**config.mk**
```make
export PLATFORM = sky130hd
export DESIGN_NAME = byte_ring_fifo_with_tentative_modes
export DESIGN_NICKNAME = d
export VERILOG_FILES = /design/src/rtl/core/bfifo_pkg.sv /design/src/rtl/core/bfifo_ram.sv /design/src/rtl/core/byte_ring_fifo_with_tentative_modes.sv
export SDC_FILE = /design/constraint.sdc
export NUM_CORES = 2
export LEC_CHECK = 0
export ABC_AREA = 1
export BUFFER_PORTS_ARGS = -buffer_cell sky130_fd_sc_hd__clkbuf_2
export CORE_ASPECT_RATIO = 1.1
export CORE_MARGIN = 3
export CORE_UTILIZATION = 50
export CTS_BUF_LIST = sky130_fd_sc_hd__clkbuf_8
export CTS_CLUSTER_DIAMETER = 150
export DETAILED_ROUTE_END_ITERATION = 10
export PLACE_DENSITY = 0.77
export SYNTH_ARGS = -nofsm -noshare
export SYNTH_HDL_FRONTEND = slang
export SYNTH_SLANG_ARGS = --single-unit
```
**constraint.sdc**
```tcl
create_clock -name clk_i -period 9.8 [get_ports clk_i]
set_clock_uncertainty 0.2 [all_clocks]
set_input_delay 0.49 -clock clk_i [delete_from_list [all_inputs] [get_ports clk_i]]
set_output_delay 0.49 -clock clk_i [all_outputs]
set_load 0.005 [all_outputs]
```
**src/rtl/core/bfifo_pkg.sv**
```systemverilog
package bfifo_pkg;

  localparam int unsigned DepthDefault = 256;

  localparam int unsigned ByteW   = 8;
  localparam int unsigned ReqW    = 4;
  localparam int unsigned StepW   = 9;
  localparam int unsigned InDataW = 32;
  localparam int unsigned OutDataW = 32;

  typedef enum logic [ReqW-1:0] {
    REQ_WRITE     = 4'd0,
    REQ_READ      = 4'd1,
    REQ_TW_BEGIN  = 4'd2,
    REQ_TW_END    = 4'd3,
    REQ_TR_BEGIN  = 4'd4,
    REQ_TR_END    = 4'd5,
    REQ_ADV_WRITE = 4'd6,
    REQ_ADV_READ  = 4'd7,
    REQ_SET_READ  = 4'd8,
    REQ_CLEAR     = 4'd9
  } req_e;

endpackage

```
**src/rtl/core/bfifo_ram.sv**
```systemverilog
module bfifo_ram #(
  parameter int unsigned DEPTH = bfifo_pkg::DepthDefault,
  parameter int unsigned AW    = $clog2(DEPTH)
) (
  input  logic                         clk_i,
  input  logic                         we_i,
  input  logic [AW-1:0]                waddr_i,
  input  logic [bfifo_pkg::ByteW-1:0]  wdata_i,
  input  logic                         re_i,
  input  logic [AW-1:0]                raddr_i,
  output logic [bfifo_pkg::ByteW-1:0]  rdata_o
);

  logic [bfifo_pkg::ByteW-1:0] mem [DEPTH];
  logic [bfifo_pkg::ByteW-1:0] rdata_q;

  always_ff @(posedge clk_i) begin
    if (we_i) begin
      mem[waddr_i] <= wdata_i;
    end
  end

  always_ff @(posedge clk_i) begin
    if (re_i) begin
      rdata_q <= mem[raddr_i];
    end
  end

  assign rdata_o = rdata_q;

endmodule

```
**src/rtl/core/byte_ring_fifo_with_tentative_modes.sv**
```systemverilog
// Byte ring FIFO with tentative (shadow pointer) write and read modes.
// Requests enter on the s_axis channel, one word per request; every request
// produces exactly one status word on the m_axis channel, in order.
// Request kinds: write, read, begin/end tentative write, begin/end tentative
// read (end commits the shadow pointer when commit is set), advance write or
// read pointer by step_count modulo DEPTH, set read index, clear.
// Latency: the result word is valid in the cycle after the request is taken.
// Throughput: one request per cycle. Each request updates pointers on
// registers and makes at most one access to the DEPTH x 8 storage array
// (one write port, one registered read port); the read byte comes out of
// that port's read register, which doubles as the result register.
// Reset: pointers and mode bits clear, the result register empties; the
// storage contents are undefined until written.
// Stall: while a result waits and m_axis_tready_i is low, s_axis_tready_o
// drops and the result word holds; a result taken in the same cycle frees
// the slot, so requests keep flowing back to back.
module byte_ring_fifo_with_tentative_modes #(
  parameter int unsigned DEPTH = bfifo_pkg::DepthDefault
) (
  input  logic                                clk_i,
  input  logic                                rst_ni,
  input  logic                                s_axis_tvalid_i,
  output logic                                s_axis_tready_o,
  // write_data[7:0], commit[8], step_count[17:9], read_index[25:18], zero
  input  logic [bfifo_pkg::InDataW-1:0]       s_axis_tdata_i,
  // req_type[3:0]
  input  logic [bfifo_pkg::ReqW-1:0]          s_axis_tuser_i,
  output logic                                m_axis_tvalid_o,
  input  logic                                m_axis_tready_i,
  // read_data[7:0], read_ok[8], fill_count[16:9], is_empty[17], is_full[18],
  // tentative_count[26:19], zero
  output logic [bfifo_pkg::OutDataW-1:0]      m_axis_tdata_o
);

  localparam int unsigned AW = $clog2(DEPTH);
  localparam int unsigned SW = bfifo_pkg::StepW;
  localparam int unsigned BW = bfifo_pkg::ByteW;

  // reduce a 9-bit amount modulo DEPTH by restoring subtraction
  function automatic logic [SW-1:0] mod_depth(input logic [SW-1:0] n);
    logic [SW-1:0] r;
    r = n;
    for (int k = 7; k >= 0; k--) begin
      if ((DEPTH << k) < (1 << SW)) begin
        if (32'(r) >= (DEPTH << k)) begin
          r = r - SW'(DEPTH << k);
        end
      end
    end
    return r;
  endfunction

  function automatic logic [AW-1:0] wrap_add(input logic [AW-1:0] p,
                                             input logic [SW-1:0] n);
    logic [AW:0] s;
    s = {1'b0, p} + (AW+1)'(mod_depth(n));
    if (s >= (AW+1)'(DEPTH)) begin
      s = s - (AW+1)'(DEPTH);
    end
    return s[AW-1:0];
  endfunction

  function automatic logic [AW-1:0] ring_diff(input logic [AW-1:0] w,
                                              input logic [AW-1:0] r);
    logic [AW:0] d;
    if (w >= r) begin
      d = {1'b0, w} - {1'b0, r};
    end else begin
      d = {1'b0, w} + (AW+1)'(DEPTH) - {1'b0, r};
    end
    return d[AW-1:0];
  endfunction

  function automatic logic [BW-1:0] low_byte(input logic [AW-1:0] v);
    logic [AW+BW-1:0] ext;
    ext = {{BW{1'b0}}, v};
    return ext[BW-1:0];
  endfunction

  logic [AW-1:0] wp_q, wp_d, rp_q, rp_d, swp_q, swp_d, srp_q, srp_d;
  logic          tw_on_q, tw_on_d, tr_on_q, tr_on_d;

  logic             accept;
  bfifo_pkg::req_e  req;
  logic [BW-1:0]    wdata;
  logic             commit;
  logic [SW-1:0]    steps;
  logic [BW-1:0]    ridx;

  logic          mem_we, mem_re;
  logic [AW-1:0] mem_waddr, mem_raddr;
  logic [BW-1:0] mem_rdata;

  logic          rok_d;
  logic [AW-1:0] fill_d, tfill_d;

  logic          out_valid_q;
  logic          rok_q, empty_q, full_q;
  logic [BW-1:0] fill_q, tfill_q;

  assign s_axis_tready_o = !out_valid_q || m_axis_tready_i;
  assign accept          = s_axis_tvalid_i && s_axis_tready_o;

  assign req    = bfifo_pkg::req_e'(s_axis_tuser_i);
  assign wdata  = s_axis_tdata_i[7:0];
  assign commit = s_axis_tdata_i[8];
  assign steps  = s_axis_tdata_i[17:9];
  assign ridx   = s_axis_tdata_i[25:18];

  always_comb begin
    wp_d      = wp_q;
    rp_d      = rp_q;
    swp_d     = swp_q;
    srp_d     = srp_q;
    tw_on_d   = tw_on_q;
    tr_on_d   = tr_on_q;
    mem_we    = 1'b0;
    mem_re    = 1'b0;
    mem_waddr = tw_on_q ? swp_q : wp_q;
    mem_raddr = tr_on_q ? srp_q : rp_q;
    rok_d     = 1'b0;
    unique case (req)
      bfifo_pkg::REQ_WRITE: begin
        mem_we = accept;
        if (tw_on_q) begin
          swp_d = wrap_add(swp_q, SW'(1));
        end else begin
          wp_d = wrap_add(wp_q, SW'(1));
        end
      end
      bfifo_pkg::REQ_READ: begin
        // empty test always on the committed pointers
        if (wp_q != rp_q) begin
          mem_re = accept;
          rok_d  = 1'b1;
          if (tr_on_q) begin
            srp_d = wrap_add(srp_q, SW'(1));
          end else begin
            rp_d = wrap_add(rp_q, SW'(1));
          end
        end
      end
      bfifo_pkg::REQ_TW_BEGIN: begin
        if (!tw_on_q) begin
          swp_d   = wp_q;
          tw_on_d = 1'b1;
        end
      end
      bfifo_pkg::REQ_TW_END: begin
        tw_on_d = 1'b0;
        if (commit) begin
          wp_d = swp_q;
        end
      end
      bfifo_pkg::REQ_TR_BEGIN: begin
        srp_d   = rp_q;
        tr_on_d = 1'b1;
      end
      bfifo_pkg::REQ_TR_END: begin
        tr_on_d = 1'b0;
        if (commit) begin
          rp_d = srp_q;
        end
      end
      bfifo_pkg::REQ_ADV_WRITE: wp_d = wrap_add(wp_q, steps);
      bfifo_pkg::REQ_ADV_READ:  rp_d = wrap_add(rp_q, steps);
      bfifo_pkg::REQ_SET_READ:  rp_d = wrap_add('0, {1'b0, ridx});
      bfifo_pkg::REQ_CLEAR: begin
        wp_d    = '0;
        rp_d    = '0;
        tw_on_d = 1'b0;
        tr_on_d = 1'b0;
      end
      default: ;
    endcase
    fill_d  = ring_diff(wp_d, rp_d);
    tfill_d = tw_on_d ? ring_diff(swp_d, rp_d) : fill_d;
  end

  bfifo_ram #(
    .DEPTH(DEPTH),
    .AW   (AW)
  ) u_ram (
    .clk_i  (clk_i),
    .we_i   (mem_we),
    .waddr_i(mem_waddr),
    .wdata_i(wdata),
    .re_i   (mem_re),
    .raddr_i(mem_raddr),
    .rdata_o(mem_rdata)
  );

  always_ff @(posedge clk_i or negedge rst_ni) begin
    if (!rst_ni) begin
      wp_q        <= '0;
      rp_q        <= '0;
      swp_q       <= '0;
      srp_q       <= '0;
      tw_on_q     <= 1'b0;
      tr_on_q     <= 1'b0;
      out_valid_q <= 1'b0;
    end else begin
      if (accept) begin
        wp_q    <= wp_d;
        rp_q    <= rp_d;
        swp_q   <= swp_d;
        srp_q   <= srp_d;
        tw_on_q <= tw_on_d;
        tr_on_q <= tr_on_d;
      end
      if (s_axis_tready_o) begin
        out_valid_q <= s_axis_tvalid_i;
      end
    end
  end

  // result word; holds while the receiver stalls
  always_ff @(posedge clk_i) begin
    if (accept) begin
      rok_q   <= rok_d;
      fill_q  <= low_byte(fill_d);
      empty_q <= (wp_d == rp_d);
      full_q  <= ({1'b0, fill_d} >= (AW+1)'(DEPTH - 1));
      tfill_q <= low_byte(tfill_d);
    end
  end

  assign m_axis_tvalid_o = out_valid_q;
  assign m_axis_tdata_o  = {5'b0, tfill_q, full_q, empty_q, fill_q, rok_q,
                            rok_q ? mem_rdata : {BW{1'b0}}};

endmodule
```
# Word level (Yosys, flattened, before mapping)

Memory sizes are Yosys's and may differ from the RTL's. A register that Yosys moved wholly into a read port is not among the register bits.
Cells that the tools add are included.

Flip-flop bits (word level): 54
Latch bits: 0
Bits in writable memories: 2048
Memory bits (read-only): 0
Bits of input ports: 40
Output and inout port bits: 34
Logic and storage cells: 103
Memories kept: 1

Memory list:

| name      | depth | width | read ports | clocked after memory_dff | write ports | line            | RTL |
|---|---|---|---|---|---|---|---|
| u_ram.mem | 256   | 8     | 1          | 1                        | 1           | bfifo_ram.sv:14 | `logic [bfifo_pkg::ByteW-1:0] mem [DEPTH];` |

Add/subtract/negate cells: 20
Multipliers: 0
Div/mod/pow operators: 0
Order comparisons: 11
Equality and inequality tests: 13
Shift-type cells: 0
Multiplexer cells: 36
Bitwise gates (word level): 0
Reduce and logical (&&, ||, !) cells: 10

Operators with widths:

| operator            | count |
|---|---|
| $mux 8              | 21 |
| $ge 9x9->1 const B  | 7 |
| $sub 8x1->8 const B | 7 |
| $pmux 8 s5          | 1 |
| $add 8x1->9 const B | 4 |
| $pmux 8 s2          | 2 |
| $pmux 8 s4          | 1 |
| $sub 8x8->8         | 4 |
| $mux 9              | 3 |
| $add 8x9->9         | 2 |
| $add 8x1->8 const B | 2 |
| $eq 4x3->1 const B  | 4 |
| $ge 8x8->1          | 2 |
| $ge 8x9->1 const B  | 1 |
| $sub 9x9->9 const B | 1 |
| $eq 4x2->1 const B  | 2 |
| $eq 4x4->1 const B  | 2 |
| $eq 8x8->1          | 1 |
| $ge 8x8->1 const B  | 1 |
| $ne 8x8->1          | 1 |
| $mux 1              | 6 |
| $eq 4x1->1 const B  | 1 |
| $logic_not 4->1     | 1 |
| $ne 2x2->1 const B  | 2 |
| other kinds (8)     | 11 |

# Longest topological paths before layout

Depth after elaboration: 11
Mapped depth: 28

# Modules after synthesis

A second synthesis with hierarchy kept.

Cells, all modules: 7815
Area total of the unflattened synthesis: 88795.2 um2

Modules (own cells, without submodules):

| module                              | times used | cells each | area an instance (um2) |
|---|---|---|---|
| bfifo_ram                           | 1          | 7003       | 83476.3 |
| byte_ring_fifo_with_tentative_modes | 1          | 812        | 5318.9 |

# Worst setup path after synthesis

Ideal clock, no wire load.

Path type: input -> register
Start point: in s_axis_tdata_i[9] in the netlist's numbering
End point: reg tfill_q[7], data pin
Library setup time: 253 ps
Data arrival time: 3272 ps
Required time: 9347 ps
Path slack: 6075 ps
Stages: 20
Buffers on the path: 0
Cell sequence: ha_1 > fa_1 > or2_2 > a31oi_1 > o2111ai_1 > o21ai_0 > ha_1 > nand2_1 > nor2_1 > a211oi_1 > inv_1 > nand2_1 > inv_1 > or2_2 > a21oi_1 > inv_1 > nand2_1 > nand3_1 > nand3_1 > nand2_1

Word-level cells in the longest chain between the ends: 11
Elaborated cells on any way between the ends: 25
Those cells by class: add/sub (10); order compare (5); mux (10)

Ends and longest elaborated chain:

| element                                   | line                                                                                 | RTL |
|---|---|---|
| from (decl)                               | byte_ring_fifo_with_tentative_modes.sv:25                                            | `input logic [bfifo_pkg::InDataW-1:0] s_axis_tdata_i,` |
| $sub 9x9->9 or $ge 9x9->1 (tied branches) | byte_ring_fifo_with_tentative_modes.sv:46, byte_ring_fifo_with_tentative_modes.sv:45 |  |
| $mux 9 *                                  | byte_ring_fifo_with_tentative_modes.sv:45                                            | `if (32'(r) >= (DEPTH << k)) begin` |
| $mux 9                                    | byte_ring_fifo_with_tentative_modes.sv:122                                           | `unique case (req)` |
| $add 8x9->9                               | byte_ring_fifo_with_tentative_modes.sv:56                                            | `s = {1'b0, p} + (AW+1)'(mod_depth(n));` |
| $sub 8x1->8 or $ge 9x9->1 (tied branches) | byte_ring_fifo_with_tentative_modes.sv:58, byte_ring_fifo_with_tentative_modes.sv:57 |  |
| $mux 8                                    | byte_ring_fifo_with_tentative_modes.sv:57                                            | `if (s >= (AW+1)'(DEPTH)) begin` |
| $pmux 8 s4                                | byte_ring_fifo_with_tentative_modes.sv:122                                           |  |
| $add 8x1->8                               | byte_ring_fifo_with_tentative_modes.sv:69                                            | `d = {1'b0, w} + (AW+1)'(DEPTH) - {1'b0, r};` |
| $sub 8x8->8                               | byte_ring_fifo_with_tentative_modes.sv:69                                            |  |
| $mux 8                                    | byte_ring_fifo_with_tentative_modes.sv:66                                            | `if (w >= r) begin` |
| $mux 8 *                                  | byte_ring_fifo_with_tentative_modes.sv:177                                           | `tfill_d = tw_on_d ? ring_diff(swp_d, rp_d) : fill_d;` |
| named net tfill_d[7]                      | byte_ring_fifo_with_tentative_modes.sv:95                                            | `logic [AW-1:0] fill_d, tfill_d;` |
| to (signal assigned)                      | byte_ring_fifo_with_tentative_modes.sv:224                                           | `tfill_q <= low_byte(tfill_d);` |
| to (decl)                                 | byte_ring_fifo_with_tentative_modes.sv:99                                            | `logic [BW-1:0] fill_q, tfill_q;` |

Mark *: on every way through the listed nets, which the timed path passes. The rest lies on a longest branch. The select of a mux whose other input is x is not followed.
A chain may end at the register's enable or synchronous reset.

# Worst setup path in the final report

Start point: reg tr_on_q
End point: reg u_ram.rdata_q (netlist bit u_ram.rdata_o[1]), read port of u_ram.mem, data pin

Word-level cells in the longest chain between the ends: 1

Ends and longest elaborated chain:

| element                | line                                       | RTL |
|---|---|---|
| from (decl)            | byte_ring_fifo_with_tentative_modes.sv:81  | `logic tw_on_q, tw_on_d, tr_on_q, tr_on_d;` |
| from (signal assigned) | byte_ring_fifo_with_tentative_modes.sv:209 | `tr_on_q <= tr_on_d;` |
| $mux 8                 | byte_ring_fifo_with_tentative_modes.sv:120 | `mem_raddr = tr_on_q ? srp_q : rp_q;` |
| to (decl)              | bfifo_ram.sv:15                            | `logic [bfifo_pkg::ByteW-1:0] rdata_q;` |

Every way passes these cells.

==> results.py <==
metrics = {
    "placed_design": {
        "placed_cells": 9277,
        "place_congestion": 0.918,
        "dp_hpwl_mm": 123,
        "io_buffers": 61,
    },
    "clocking": {
        "cts_made_buffers": 323,
        "cts-root-buf": "clkbuf_8",
        "clock-sinks": 2110,
        "cts_tree": "done",
        "htree_num_levels": 5,
        "clockBufferDepth": 4,
        "ctsResizeCount": 0,
        "hold_buffers": 30,
        "clk_latency_ns": 1.04,
        "path_clk_slew_ns": 0.06,
        "postCtsSetupBuffers": 0,
    },
    "sta": {
        "fin_tns_setup_ns": 0,
        "period_needed_ns": 5.03,
        "rsz0062_at_grt": "no",
        "report.final.slew_viol_count": 0,
        "worstMarginPinSlew_ns": 1.28,
        "holdWs_ns": 0.112,
        "setup_violations": 0,
        "final.period_utilization": 0.513,
        "hold_viol_final": 0,
        "slew_headroom": 0.143,
        "fmax_ghz": 0.199,
    },
    "hold_path": {
        "hp-class": "in -> reg",
    },
    "yosys": {
        "synth_async_sr_flop_share": 0.0166,
        "netlist_area_mm2": 0.0875,
        "seq_area_frac_synth": 0.722,
        "syn_inst": 7374,
        "syn_area_per_cell_um2": 11.9,
        "yosysWarnings": 0,
        "ys_ff_latch": 2110,
        "yosysTopAreaCellShare": 0.712,
        "yosysUniqueCellTypes": 53,
        "ys.flop_type": "edfxtp_1",
        "yosysTopAreaCell": "edfxtp_1",
        "synth_edf_count": 2075,
        "synth_area_leaders": "edfxtp_1, o21ai_0, nor2_1",
    },
    "finish": {
        "drive_above_1_share": 0.0706,
        "final_common_cell": "edfxtp_1",
        "final_cell_mix": "edfxtp_1, nor2_1, o21ai_0",
        "n_fill_cell": 13800,
        "layout.nets": 7437,
        "fin_cells": 9851,
        "syn_to_final_growth_pct": 8.67,
    },
    "global_routing": {
        "gr-total-overflow": 0,
        "grtUsageTotal": 0.246,
        "grt_pass1_vias": 58100,
        "antenna_found_initial": 4,
        "grt_max_degree": 228,
        "grt_pass1_wl_mm": 340,
    },
    "floorplan": {
        "pin_count": 74,
        "die_w_um": 405,
        "dieArea_mm2": 0.180,
        "die_y_um": 445,
        "rows": 160,
        "core_area_mm2": 0.173,
        "start_util": 0.505,
    },
    "job": {
        "maxCapViolCount": 0,
    },
    "drt": {
        "drt_iter0_drc": 8179,
        "first_pass_iters": 8,
        "vias": 60000,
        "antenna_left": 0,
        "via_per_inst": 6.09,
        "remaining_drc_errors": 0,
        "route.detailed.wl_per_inst_um": 23.2,
        "postRouteWirelength_mm": 228,
    },
    "critical_path": {
        "cp_data_required_time_ns": 10.43,
        "end_kind": "register",
        "path_max_fanout": 227,
        "start_kind": "register",
        "cp.arrival_ns": 5.66,
        "cp_slowest_cell": "buf_4",
        "crit_chain": "buf_4 -> inv_2 -> nand2_2 -> nand2_8 -> buf_12 -> buf_4 -> o21ai_0 -> o22ai_1 -> nand2_1 -> nand2_1 -> nand2_1 -> nand3_1 -> nand3_1 -> nand3_1 -> nand3_1 -> nand2_1",
        "setup.worst_path.class": "reg -> reg",
        "slowest_delay_ns": 0.80,
    },
    "pwr": {
        "power_density_mw_per_mm2": 251,
        "leakage_nw": 31.9,
        "finalPower_w": 0.0239,
        "vdd_drop_max_v": 0.000238,
    },
    "status": {
        "outcome": "completed",
    },
}
-- cells in the mapped netlist (all sizes together) (2+ instances only) --
cell type  number
a211oi          3
a21o            3
a21oi          82
a221oi          4
a22oi           2
a31oi           4
buf           246
clkbuf        259
dfrtp          35
edfxtp       2075
fa              4
ha             29
inv           204
nand2         951
nand3         285
nand3b          4
nand4          14
nor2         1372
nor3            9
nor4            3
o2111ai         2
o211ai         99
o21ai        1188
o221ai         31
o22ai         439
or2             3
xnor2           7
xor2            6
-- layout make-up --
| cell class | instances | area [um2] | area share |
|---|---|---|---|
| Clock inverter | 212 | 986 | 0.0104 |
| Tap cell | 2268 | 2840 | 0.0298 |
| Clock buffer | 331 | 4560 | 0.0479 |
| Inverter | 205 | 795 | 0.00835 |
| Multi-Input combinational cell | 4558 | 21400 | 0.225 |
| Antenna cell | 1 | 2.50 | 0.0000263 |
| Sequential cell | 2110 | 63200 | 0.664 |
| Timing Repair Buffer | 166 | 1390 | 0.0147 |
-- power by group --
group / internal [W] / switching (W) / leakage (nW)
clock: 0.00324 / 0.00326 / 3.16
sequential: 0.0100 / 0.000100 / 19.1
combinational: 0.00196 / 0.00535 / 9.61
total: 0.0152 / 0.00871 / 31.9
-- sequential cells by signal, indices dropped and copies added (netlist names) --
register and count:
empty_q 1, srp_q 8, wp_q 8, tfill_q 8
rok_q 1, m_axis_tvalid_o 1, u_ram.mem 2048, rp_q 8
fill_q 8, full_q 1, u_ram.rdata_o 8, tw_on_q 1
swp_q 8, tr_on_q 1
-- through the flow --
step                      cell area, um2  setup WS [ns]   util
final                              95100           4.77  0.549
after global routing               95100           4.58  0.549
after CTS                          95100           4.92  0.549
after detailed placement           89300           4.96  0.515
after global placement             89300           5.04  0.515
after floorplan                    87600           6.07      -
-- critical path: cells and delay by family, from the launching register on --
family | cells | cell delay [ns]
buf+inv | 4 | 1.84
simple gates | 10 | 1.73
compound gates | 2 | 0.38
flops | 1 | 0.36
-- cell families (layout without fill, tap and decap cells) --
family / count (synthesis) / after routing / share of synthesized area
buffers and inverters: 710 / 914 / 0.0348
AOI/OAI and AO/OA: 1865 / 1865 / 0.118
other: 1 / 6 / 0.0000428
adders and majority gates: 33 / 33 / 0.00506
DFF: 2110 / 2110 / 0.722
and+or+nand+nor: 2642 / 2642 / 0.119
xor gates and xnor gates: 13 / 13 / 0.00139
-- routing by layer --
layer  GRT usage  routed length, um
met4       0.124              11300
met5           0                 26
met3      0.0581              26700
met1       0.322              83800
met2       0.387             106000
-- final timing paths --
| check | end | slack, ns | from | cells past startpoint |
|---|---|---|---|---|
| min in group asynchronous | srp_q[1] | 0.31 | rst_ni | 4 |
| min reg2reg | swp_q[7] | 0.33 | swp_q[7] | 2 |
| max | u_ram.rdata_o[1] | 4.77 | tr_on_q | 16 |
| min | m_axis_tvalid_o | 0.11 | m_axis_tready_i | 5 |
| max in group asynchronous | tw_on_q | 8.86 | rst_ni | 4 |
| max reg2reg | u_ram.rdata_o[1] | 4.77 | tr_on_q | 16 |
(Power assumes the default switching activity.)
